## config.mk

```make
export PLATFORM = sky130hd
export DESIGN_NAME = image_diff_tolerance_compare_core
export DESIGN_NICKNAME = d
export VERILOG_FILES = /design/src/rtl/core/idtc_pkg.sv /design/src/rtl/core/image_diff_tolerance_compare_core.sv /design/src/rtl/core/idtc_cfg_regs.sv /design/src/rtl/core/idtc_pixel_eval.sv /design/src/rtl/core/idtc_stats.sv /design/src/rtl/core/idtc_verdict.sv
export SDC_FILE = /design/constraint.sdc
export NUM_CORES = 2
export LEC_CHECK = 0
export BUFFER_PORTS_ARGS = -buffer_cell sky130_fd_sc_hd__buf_2
export CORE_MARGIN = 3
export CORE_UTILIZATION = 45
export CTS_CLUSTER_SIZE = 12
export DETAILED_ROUTE_END_ITERATION = 12
export PLACE_DENSITY_LB_ADDON = 0.15
export SYNTH_ARGS = -nofsm -noshare
export SYNTH_HDL_FRONTEND = slang
export SYNTH_SLANG_ARGS = --single-unit
```

## constraint.sdc

```tcl
create_clock -name clk -period 25 [get_ports clk]
set_clock_uncertainty 0.2 [all_clocks]
set_input_delay 1.25 -clock clk [delete_from_list [all_inputs] [get_ports clk]]
set_output_delay 1.25 -clock clk [all_outputs]
set_load 0.1 [all_outputs]
```

## src/rtl/core/idtc_pkg.sv

```systemverilog
`timescale 1ns / 1ps
`default_nettype none
// ----------------------------------------------------------------------------
// idtc_pkg
// Types, register indexes and helpers shared by the image diff compare core.
// ----------------------------------------------------------------------------
package idtc_pkg;

  localparam int unsigned MAX_WIDTH    = 4096;
  localparam int unsigned MAX_HEIGHT   = 4096;
  localparam int unsigned MAX_CHANNELS = 4;

  localparam int unsigned POS_W   = $clog2(MAX_WIDTH);
  localparam int unsigned ROW_W   = $clog2(MAX_HEIGHT);
  localparam int unsigned SIZE_W  = 13;
  localparam int unsigned CHAN_W  = 3;
  localparam int unsigned FRAC_W  = 17;
  localparam int unsigned COUNT_W = 25;
  localparam int unsigned PIXC_W  = 25;
  localparam int unsigned CFG_DATA_W  = 17;
  localparam int unsigned CFG_INDEX_W = 3;

  localparam logic [CFG_INDEX_W-1:0] CFG_CHANNEL_TOLERANCE = 3'd0;
  localparam logic [CFG_INDEX_W-1:0] CFG_MAX_FRACTION_Q16  = 3'd1;
  localparam logic [CFG_INDEX_W-1:0] CFG_ACTUAL_CHANNELS   = 3'd2;
  localparam logic [CFG_INDEX_W-1:0] CFG_EXPECTED_CHANNELS = 3'd3;
  localparam logic [CFG_INDEX_W-1:0] CFG_IMAGE_WIDTH       = 3'd4;
  localparam logic [CFG_INDEX_W-1:0] CFG_IMAGE_HEIGHT      = 3'd5;

  localparam logic [7:0]  FAIL_RED    = 8'd255;
  localparam logic [7:0]  FAIL_OTHER  = 8'd0;
  localparam logic [SIZE_W-1:0] WIDTH_LIMIT  = SIZE_W'(MAX_WIDTH);
  localparam logic [SIZE_W-1:0] HEIGHT_LIMIT = SIZE_W'(MAX_HEIGHT);
  localparam logic [CHAN_W-1:0] CHAN_LIMIT   = CHAN_W'(MAX_CHANNELS);

  typedef struct packed {
    logic [7:0] actual_c0;
    logic [7:0] actual_c1;
    logic [7:0] actual_c2;
    logic [7:0] actual_c3;
    logic [7:0] expected_c0;
    logic [7:0] expected_c1;
    logic [7:0] expected_c2;
    logic [7:0] expected_c3;
  } in_t;

  typedef struct packed {
    logic [7:0]         diff_red;
    logic [7:0]         diff_green;
    logic [7:0]         diff_blue;
    logic               pixel_failed;
    logic               last_pixel;
    logic               status;
    logic [COUNT_W-1:0] failing_pixels;
    logic [7:0]         max_delta;
    logic [POS_W-1:0]   box_left;
    logic [ROW_W-1:0]   box_top;
    logic [POS_W-1:0]   box_right;
    logic [ROW_W-1:0]   box_bottom;
  } out_t;

  // Register values after range clamping, plus the cached pixel count.
  typedef struct packed {
    logic [7:0]        tolerance;
    logic [FRAC_W-1:0] fraction;
    logic [CHAN_W-1:0] actual_ch;
    logic [CHAN_W-1:0] compare_ch;
    logic [SIZE_W-1:0] width;
    logic [SIZE_W-1:0] height;
    logic [PIXC_W-1:0] frame_pixels;
  } cfg_t;

  typedef struct packed {
    logic [7:0] max_delta;
    logic       fail;
    logic [7:0] red;
    logic [7:0] green;
    logic [7:0] blue;
  } eval_t;

  typedef struct packed {
    logic               last;
    logic [COUNT_W-1:0] failing_pixels;
    logic [7:0]         max_delta;
    logic [POS_W-1:0]   min_x;
    logic [ROW_W-1:0]   min_y;
    logic [POS_W-1:0]   max_x;
    logic [ROW_W-1:0]   max_y;
  } stats_t;

  typedef struct packed {
    eval_t  pix;
    stats_t stats;
  } mid_t;

  function automatic logic [CHAN_W-1:0] clamp_chan(input logic [CHAN_W-1:0] v);
    logic [CHAN_W-1:0] r;
    r = v;
    if (v == '0) r = CHAN_W'(1);
    else if (v > CHAN_LIMIT) r = CHAN_LIMIT;
    return r;
  endfunction

  function automatic logic [SIZE_W-1:0] clamp_size(input logic [SIZE_W-1:0] v,
                                                   input logic [SIZE_W-1:0] hi);
    logic [SIZE_W-1:0] r;
    r = v;
    if (v == '0) r = SIZE_W'(1);
    else if (v > hi) r = hi;
    return r;
  endfunction

endpackage
`default_nettype wire

```

## src/rtl/core/image_diff_tolerance_compare_core.sv

```systemverilog
`timescale 1ns / 1ps
`default_nettype none
// ----------------------------------------------------------------------------
// image_diff_tolerance_compare_core
// Streaming image compare with per-channel tolerance and diff colour output.
//
// Requests on the input channel carry one actual and one expected pixel in
// raster order. Each request yields one result carrying the diff colour, the
// pixel's pass/fail flag and the running statistics; the result flagged as
// the last pixel also carries the image verdict in status.
// Configuration is written through cfg_write/cfg_index/cfg_data; the user
// must write it only while no request is in flight, as the core does not enforce it.
// out_valid rises once a request has passed the input, statistics and result
// registers. Throughput is one pixel per cycle while the receiver keeps
// out_ready high. The pipeline holds up to three requests, so a stalled
// receiver fills it and in_ready drops only when all stages are occupied.
// Reset clears the raster position and statistics and loads the register
// defaults (four channels, one by one image).
// ----------------------------------------------------------------------------
module image_diff_tolerance_compare_core
  import idtc_pkg::*;
(
  input  wire logic                   clk,
  input  wire logic                   rst,
  input  wire logic                   cfg_write,
  input  wire logic [CFG_INDEX_W-1:0] cfg_index,
  input  wire logic [CFG_DATA_W-1:0]  cfg_data,
  input  wire logic                   in_valid,
  output logic                        in_ready,
  input  in_t                         in_data,
  output logic                        out_valid,
  input  wire logic                   out_ready,
  output out_t                        out_data
);

  cfg_t  cfg;
  in_t   s1_data;
  logic  s1_valid;
  logic  s1_fire;
  eval_t pix_res;
  stats_t snap;
  mid_t  s2_data;
  logic  s2_valid;
  logic  s2_ready;
  logic  take;

  idtc_cfg_regs u_cfg (
    .clk       (clk),
    .rst       (rst),
    .cfg_write (cfg_write),
    .cfg_index (cfg_index),
    .cfg_data  (cfg_data),
    .cfg       (cfg)
  );

  assign s2_ready = !s2_valid || take;
  assign s1_fire  = s1_valid && s2_ready;
  assign in_ready = !s1_valid || s2_ready;

  always_ff @(posedge clk) begin
    if (rst) begin
      s1_valid <= 1'b0;
    end else if (in_ready) begin
      s1_valid <= in_valid;
    end
  end

  always_ff @(posedge clk) begin
    if (in_valid && in_ready) begin
      s1_data <= in_data;
    end
  end

  idtc_pixel_eval u_eval (
    .pix (s1_data),
    .cfg (cfg),
    .res (pix_res)
  );

  idtc_stats u_stats (
    .clk     (clk),
    .rst     (rst),
    .advance (s1_fire),
    .cfg     (cfg),
    .pix     (pix_res),
    .snap    (snap)
  );

  always_ff @(posedge clk) begin
    if (rst) begin
      s2_valid <= 1'b0;
    end else if (s2_ready) begin
      s2_valid <= s1_valid;
    end
  end

  always_ff @(posedge clk) begin
    if (s1_fire) begin
      s2_data.pix   <= pix_res;
      s2_data.stats <= snap;
    end
  end

  idtc_verdict u_verdict (
    .clk          (clk),
    .rst          (rst),
    .mid_valid    (s2_valid),
    .mid          (s2_data),
    .fraction     (cfg.fraction),
    .frame_pixels (cfg.frame_pixels),
    .take         (take),
    .out_valid    (out_valid),
    .out_ready    (out_ready),
    .out_data     (out_data)
  );

endmodule
`default_nettype wire

```

## src/rtl/core/idtc_cfg_regs.sv

```systemverilog
`timescale 1ns / 1ps
`default_nettype none
// ----------------------------------------------------------------------------
// idtc_cfg_regs
// Configuration register file with range clamping and a cached pixel count.
// ----------------------------------------------------------------------------
module idtc_cfg_regs
  import idtc_pkg::*;
(
  input  wire logic                   clk,
  input  wire logic                   rst,
  input  wire logic                   cfg_write,
  input  wire logic [CFG_INDEX_W-1:0] cfg_index,
  input  wire logic [CFG_DATA_W-1:0]  cfg_data,
  output cfg_t                        cfg
);

  logic [7:0]        tolerance;
  logic [FRAC_W-1:0] fraction;
  logic [CHAN_W-1:0] actual_ch;
  logic [CHAN_W-1:0] expected_ch;
  logic [SIZE_W-1:0] width;
  logic [SIZE_W-1:0] height;
  logic [PIXC_W-1:0] frame_pixels;

  logic [CHAN_W-1:0] act_cl;
  logic [CHAN_W-1:0] exp_cl;
  logic [SIZE_W-1:0] w_cl;
  logic [SIZE_W-1:0] h_cl;
  logic [2*SIZE_W-1:0] area;

  always_ff @(posedge clk) begin
    if (rst) begin
      tolerance   <= '0;
      fraction    <= '0;
      actual_ch   <= CHAN_W'(4);
      expected_ch <= CHAN_W'(4);
      width       <= SIZE_W'(1);
      height      <= SIZE_W'(1);
    end else if (cfg_write) begin
      unique case (cfg_index)
        CFG_CHANNEL_TOLERANCE: tolerance   <= cfg_data[7:0];
        CFG_MAX_FRACTION_Q16:  fraction    <= cfg_data[FRAC_W-1:0];
        CFG_ACTUAL_CHANNELS:   actual_ch   <= cfg_data[CHAN_W-1:0];
        CFG_EXPECTED_CHANNELS: expected_ch <= cfg_data[CHAN_W-1:0];
        CFG_IMAGE_WIDTH:       width       <= cfg_data[SIZE_W-1:0];
        CFG_IMAGE_HEIGHT:      height      <= cfg_data[SIZE_W-1:0];
        default: ;
      endcase
    end
  end

  assign act_cl = clamp_chan(actual_ch);
  assign exp_cl = clamp_chan(expected_ch);
  assign w_cl   = clamp_size(width, WIDTH_LIMIT);
  assign h_cl   = clamp_size(height, HEIGHT_LIMIT);
  assign area   = w_cl * h_cl;

  // The pixel count is registered from the clamped sizes; it is only read
  // by the final-pixel verdict, which sits two stages after acceptance.
  always_ff @(posedge clk) begin
    if (rst) begin
      frame_pixels <= PIXC_W'(1);
    end else begin
      frame_pixels <= area[PIXC_W-1:0];
    end
  end

  always_comb begin
    cfg.tolerance    = tolerance;
    cfg.fraction     = fraction;
    cfg.actual_ch    = act_cl;
    cfg.compare_ch   = (act_cl < exp_cl) ? act_cl : exp_cl;
    cfg.width        = w_cl;
    cfg.height       = h_cl;
    cfg.frame_pixels = frame_pixels;
  end

endmodule
`default_nettype wire

```

## src/rtl/core/idtc_pixel_eval.sv

```systemverilog
`timescale 1ns / 1ps
`default_nettype none
// ----------------------------------------------------------------------------
// idtc_pixel_eval
// Per-pixel channel deltas, pass/fail decision and diff colour.
// ----------------------------------------------------------------------------
module idtc_pixel_eval
  import idtc_pkg::*;
(
  input  in_t  pix,
  input  cfg_t cfg,
  output eval_t res
);

  logic [7:0] a [4];
  logic [7:0] e [4];
  logic [7:0] d [4];
  logic [7:0] m01;
  logic [7:0] m23;
  logic [7:0] maxd;
  logic       fail;

  always_comb begin
    a[0] = pix.actual_c0;
    a[1] = pix.actual_c1;
    a[2] = pix.actual_c2;
    a[3] = pix.actual_c3;
    e[0] = pix.expected_c0;
    e[1] = pix.expected_c1;
    e[2] = pix.expected_c2;
    e[3] = pix.expected_c3;
    for (int c = 0; c < 4; c++) begin
      if (CHAN_W'(c) < cfg.compare_ch) begin
        d[c] = (a[c] > e[c]) ? (a[c] - e[c]) : (e[c] - a[c]);
      end else begin
        d[c] = '0;
      end
    end
    m01  = (d[0] > d[1]) ? d[0] : d[1];
    m23  = (d[2] > d[3]) ? d[2] : d[3];
    maxd = (m01 > m23) ? m01 : m23;
    fail = maxd > cfg.tolerance;
  end

  always_comb begin
    res.max_delta = maxd;
    res.fail      = fail;
    if (fail) begin
      res.red   = FAIL_RED;
      res.green = FAIL_OTHER;
      res.blue  = FAIL_OTHER;
    end else begin
      // Images with fewer channels fill green and blue from the grey channel.
      res.red   = a[0] >> 2;
      res.green = ((cfg.actual_ch > CHAN_W'(1)) ? a[1] : a[0]) >> 2;
      res.blue  = ((cfg.actual_ch > CHAN_W'(2)) ? a[2] : a[0]) >> 2;
    end
  end

endmodule
`default_nettype wire

```

## src/rtl/core/idtc_stats.sv

```systemverilog
`timescale 1ns / 1ps
`default_nettype none
// ----------------------------------------------------------------------------
// idtc_stats
// Raster position, failing-pixel count, peak delta and bounding box.
// ----------------------------------------------------------------------------
module idtc_stats
  import idtc_pkg::*;
(
  input  wire logic clk,
  input  wire logic rst,
  input  wire logic advance,
  input  cfg_t      cfg,
  input  eval_t     pix,
  output stats_t    snap
);

  logic [POS_W-1:0]   column_counter;
  logic [ROW_W-1:0]   row_counter;
  logic [COUNT_W-1:0] fail_count;
  logic [7:0]         peak_delta;
  logic [POS_W-1:0]   box_min_x;
  logic [ROW_W-1:0]   box_min_y;
  logic [POS_W-1:0]   box_max_x;
  logic [ROW_W-1:0]   box_max_y;
  logic               box_valid;

  logic [SIZE_W-1:0]  col_inc;
  logic [SIZE_W-1:0]  row_inc;
  logic               row_end;
  logic               last;
  stats_t             stats_next;

  always_comb begin
    col_inc = SIZE_W'(column_counter) + SIZE_W'(1);
    row_inc = SIZE_W'(row_counter) + SIZE_W'(1);
    row_end = col_inc >= cfg.width;
    last    = row_end && (row_inc >= cfg.height);

    stats_next.last           = last;
    stats_next.failing_pixels = fail_count;
    stats_next.max_delta      = (pix.max_delta > peak_delta) ? pix.max_delta : peak_delta;
    stats_next.min_x          = box_min_x;
    stats_next.min_y          = box_min_y;
    stats_next.max_x          = box_max_x;
    stats_next.max_y          = box_max_y;
    if (pix.fail) begin
      if (fail_count != '1) stats_next.failing_pixels = fail_count + COUNT_W'(1);
      if (!box_valid) begin
        stats_next.min_x = column_counter;
        stats_next.min_y = row_counter;
        stats_next.max_x = column_counter;
        stats_next.max_y = row_counter;
      end else begin
        if (column_counter < box_min_x) stats_next.min_x = column_counter;
        if (row_counter < box_min_y)    stats_next.min_y = row_counter;
        if (column_counter > box_max_x) stats_next.max_x = column_counter;
        if (row_counter > box_max_y)    stats_next.max_y = row_counter;
      end
    end
  end

  assign snap = stats_next;

  always_ff @(posedge clk) begin
    if (rst) begin
      column_counter <= '0;
      row_counter    <= '0;
      fail_count     <= '0;
      peak_delta     <= '0;
      box_min_x      <= '0;
      box_min_y      <= '0;
      box_max_x      <= '0;
      box_max_y      <= '0;
      box_valid      <= 1'b0;
    end else if (advance) begin
      if (last) begin
        // The final pixel of an image starts the next one from scratch.
        column_counter <= '0;
        row_counter    <= '0;
        fail_count     <= '0;
        peak_delta     <= '0;
        box_min_x      <= '0;
        box_min_y      <= '0;
        box_max_x      <= '0;
        box_max_y      <= '0;
        box_valid      <= 1'b0;
      end else begin
        if (row_end) begin
          column_counter <= '0;
          row_counter    <= row_inc[ROW_W-1:0];
        end else begin
          column_counter <= col_inc[POS_W-1:0];
        end
        fail_count <= stats_next.failing_pixels;
        peak_delta <= stats_next.max_delta;
        box_min_x  <= stats_next.min_x;
        box_min_y  <= stats_next.min_y;
        box_max_x  <= stats_next.max_x;
        box_max_y  <= stats_next.max_y;
        box_valid  <= box_valid || pix.fail;
      end
    end
  end

endmodule
`default_nettype wire

```

## src/rtl/core/idtc_verdict.sv

```systemverilog
`timescale 1ns / 1ps
`default_nettype none
// ----------------------------------------------------------------------------
// idtc_verdict
// Final-pixel fraction test and the result register.
// ----------------------------------------------------------------------------
module idtc_verdict
  import idtc_pkg::*;
(
  input  wire logic              clk,
  input  wire logic              rst,
  input  wire logic              mid_valid,
  input  mid_t                   mid,
  input  wire logic [FRAC_W-1:0] fraction,
  input  wire logic [PIXC_W-1:0] frame_pixels,
  output logic                   take,
  output logic                   out_valid,
  input  wire logic              out_ready,
  output out_t                   out_data
);

  localparam int unsigned CMP_W = FRAC_W + PIXC_W;

  logic [CMP_W-1:0] allowed;
  logic [CMP_W-1:0] scaled;
  logic             mismatch;

  // Failing count times 65536 against fraction times pixel count.
  assign allowed  = CMP_W'(fraction) * CMP_W'(frame_pixels);
  assign scaled   = CMP_W'({mid.stats.failing_pixels, 16'h0000});
  assign mismatch = mid.stats.last && (scaled > allowed);

  assign take = mid_valid && (!out_valid || out_ready);

  always_ff @(posedge clk) begin
    if (rst) begin
      out_valid <= 1'b0;
    end else if (take) begin
      out_valid <= 1'b1;
    end else if (out_ready) begin
      out_valid <= 1'b0;
    end
  end

  always_ff @(posedge clk) begin
    if (take) begin
      out_data.diff_red       <= mid.pix.red;
      out_data.diff_green     <= mid.pix.green;
      out_data.diff_blue      <= mid.pix.blue;
      out_data.pixel_failed   <= mid.pix.fail;
      out_data.last_pixel     <= mid.stats.last;
      out_data.status         <= mismatch;
      out_data.failing_pixels <= mid.stats.failing_pixels;
      out_data.max_delta      <= mid.stats.max_delta;
      out_data.box_left       <= mid.stats.min_x;
      out_data.box_top        <= mid.stats.min_y;
      out_data.box_right      <= mid.stats.max_x;
      out_data.box_bottom     <= mid.stats.max_y;
    end
  end

endmodule
`default_nettype wire
```

==> reports/qor.yml <==
placement:
  placedCellCount: 5732
  io_buffer_count: 194
  preCtsSetupSlack_ns: 14.78
  dpl.hpwl_um: 87000
  detailed_place.area_um2: 44300
  gpl.final_weighted_congestion: 0.882
flow_run:
  drv.max_cap_violation_count: 0
worst_setup_path:
  timing.critical_path.arrival_ns: 10.75
  worstPathMaxFanout: 27
  worst_path_largest_cell_delay_ns: 0.85
  critical-path-slowest-cell: "sky130_fd_sc_hd__nor2_1"
  critical-path-top-cell-by-count: "sky130_fd_sc_hd__o21ai_0"
  path_buf_inv: 4
  critPathKind: "reg -> reg"
  required_time_of_the_critical_path_ns: 25.38
  crit_family: "compound AO/OA/AOI/OAI gates"
  crit_path_end_kind: "flip-flop"
  crit_path_start_kind: "flip-flop"
logic_synthesis:
  synth-warning-count: 0
  synth_top_flop_cell: "sky130_fd_sc_hd__edfxtp_1"
  synth_edf_count: 267
  syn-mean-instance-area_um2: 9.49
  synth.yosys.seq_area_share: 0.281
  synthTopCellsByArea: "sky130_fd_sc_hd__fa_1 22%, sky130_fd_sc_hd__edfxtp_1 19%, sky130_fd_sc_hd__ha_1 11%"
  synth_area_leader_cell: "sky130_fd_sc_hd__fa_1"
  synth_cell_type_count: 87
  post_synth_inst_count: 4443
  synth_largest_type_area_fraction: 0.224
  ys_seq_elements: 458
  async_reset_ff_frac: 0
  cell_area_synth_um2: 42200
cells_and_area:
  filler_instances: 8674
  layout-drive-gt1-share: 0.0881
  num-nets-final: 5491
  fin_area_um2: 46000
  final_core_utilization: 0.498
  layout.cells.non_filler: 5834
  signed_area_change_from_the_synthesized_netlist_to_the_final_layout_pct: 8.99
  layout.area.seq_um2: 11800
  combined_area_of_the_multi_input_logic_cells_um2: 26700
routing:
  antenna_violating_nets_post_route: 0
  route.final.wire_length_um: 113000
  via_count: 31100
  vias_per_cell: 5.32
  wire_per_inst_um: 19.3
  drt-initial-drc-count: 2326
  drtPass1Iterations: 5
  drt_drc_violations_left: 0
global_route:
  globalRouteTotalUtil: 0.232
  maximum_number_of_pins_on_one_net_before_global_route_repair: 79
  initial_antenna_violation_count: 10
  grt.overflow.total: 0
  number_of_global_route_vias_before_repair: 31300
  grt_pass1_wl_um: 178000
timing:
  setup_slack_ns: 14.62
  rsz0062_at_grt: "false"
  fmax_mhz: 96.3
  total_count_of_hold_check_failures_in_the_final_report: 0
  transition_time_of_the_tightest_slew_check_pin_ns: 1.26
  layout_min_cycle_time_ns: 10.38
  fin_worst_hold_slack_ns: 0.217
  slew_headroom: 0.156
  final_max_slew_viol_count: 0
  setup-tns-final_ns: 0
  setup_viol_count_final: 0
  post-route-period-util: 0.415
clock_tree:
  clock_transition_time_at_the_flip_flop_clock_pins_of_the_worst_setup_and_hold_paths_ns: 0.06
  cts_tree: "done"
  cts-resized-gates: 0
  cts_setup_buffers: 0
  cts.sink_count: 458
  root_buffer: "sky130_fd_sc_hd__clkbuf_16"
  htreeDepth: 2
  clk_latency_ns: 0.65
  cts-buffers-inserted: 53
  cts.path.max_buffers: 3
  cts.hold.buffers_added: 0
die:
  die_h_um: 312
  ios: 199
  die_area_um2: 97400
  initial_utilization: 0.457
  core.rowCount: 111
  die_width_um: 312
  total_core_area_um2: 92400
power_and_ir_drop:
  power_leakage_nw: 21.0
  ir_drop_v: 0.000151
  power_mw: 3.40
  p_per_area_nw_per_um2: 74.1
status:
  result_of_the_run: "finished, final reports clean"
min_path:
  hold_path_class: "reg -> reg"
## state kept, by name (all words and copies together) (netlist names), 13 cells and up
signal	count
u_cfg.fraction	17
u_cfg.frame_pixels	25
u_cfg.width	13
s1_data	64
u_stats.fail_count	25
s2_data	101
u_cfg.height	13
u_verdict.out_data	102
## worst reg2reg max path: cells and delay by family, from the launching register on
kind            cells  cell delay [ns]
compound gates     17             3.99
xor+xnor            1             0.14
fa+ha+maj           5             1.37
buf+inv             4             0.83
flops               1             0.40
mux                 2             0.50
simple gates        9             2.90
## cells in the mapped netlist (38+ instances only)
cell type,n
sky130_fd_sc_hd__a21o_1,75
sky130_fd_sc_hd__a21oi_1,208
sky130_fd_sc_hd__a22o_1,43
sky130_fd_sc_hd__and2_1,165
sky130_fd_sc_hd__clkbuf_1,168
sky130_fd_sc_hd__dfxtp_1,191
sky130_fd_sc_hd__edfxtp_1,267
sky130_fd_sc_hd__fa_1,472
sky130_fd_sc_hd__ha_1,386
sky130_fd_sc_hd__inv_1,766
sky130_fd_sc_hd__mux2_2,55
sky130_fd_sc_hd__nand2_1,607
sky130_fd_sc_hd__nand3_1,58
sky130_fd_sc_hd__nand4_1,38
sky130_fd_sc_hd__nor2_1,206
sky130_fd_sc_hd__nor2b_1,57
sky130_fd_sc_hd__o21ai_0,110
sky130_fd_sc_hd__xnor2_1,61
sky130_fd_sc_hd__xor2_1,57
## power by group
group	leakage [nW]	switching, mW	internal, mW
clock	0.803	0.336	0.422
sequential	3.94	0.0396	0.923
combinational	16.3	1.09	0.598
## cell usage in the layout (no fill, tap or decap), types with 75 or more instances in the layout
| cell | Yosys | layout |
|---|---|---|
| sky130_fd_sc_hd__a21o_1 | 75 | 75 |
| sky130_fd_sc_hd__a21oi_1 | 208 | 207 |
| sky130_fd_sc_hd__and2_1 | 165 | 165 |
| sky130_fd_sc_hd__buf_2 | 6 | 193 |
| sky130_fd_sc_hd__dfxtp_1 | 191 | 191 |
| sky130_fd_sc_hd__edfxtp_1 | 267 | 267 |
| sky130_fd_sc_hd__fa_1 | 472 | 472 |
| sky130_fd_sc_hd__ha_1 | 386 | 386 |
| sky130_fd_sc_hd__inv_1 | 766 | 766 |
| sky130_fd_sc_hd__nand2_1 | 607 | 607 |
| sky130_fd_sc_hd__nor2_1 | 206 | 206 |
| sky130_fd_sc_hd__o21ai_0 | 110 | 110 |
## layout make-up
class                   count  area share
multi-input cells        3028       0.581
flip-flops and latches    458       0.258
inverters                 770      0.0630
well taps                1243      0.0338
clock buffers              68      0.0305
repair buffers            233      0.0275
clock inverters            31     0.00602
diodes                      3    0.000163
## path summary, 6_finish.rpt
kind                            cells past startpoint                endpoint  slack [ns]        start
worst max register to register                     38    u_stats.box_min_x[1]       14.62  s1_data[16]
worst min-delay path                                0  u_verdict.out_data[41]        0.22  s2_data[41]
worst max-delay path                               38    u_stats.box_min_x[1]       14.62  s1_data[16]
worst min register to register                      0  u_verdict.out_data[41]        0.22  s2_data[41]
## routing by layer
metal	wire, um	track usage	share of wire
met5	23	0	0.00020
met4	3130	0.0630	0.028
met3	7190	0.0411	0.064
met2	51200	0.370	0.45
met1	51200	0.327	0.45
## cell families (layout without fill, tap and decap cells)
family          count (synthesis)  after routing  synth area share
other cells                     1              7         0.0000889
xor+xnor                      118            118            0.0245
simple gates                 1332           1332             0.150
flops                         458            458             0.281
compound gates                626            626            0.0969
fa+ha+maj                     858            858             0.339
mux                            90             90            0.0230
buf+inv                       960           1102            0.0865
(Power assumes the default switching activity.)
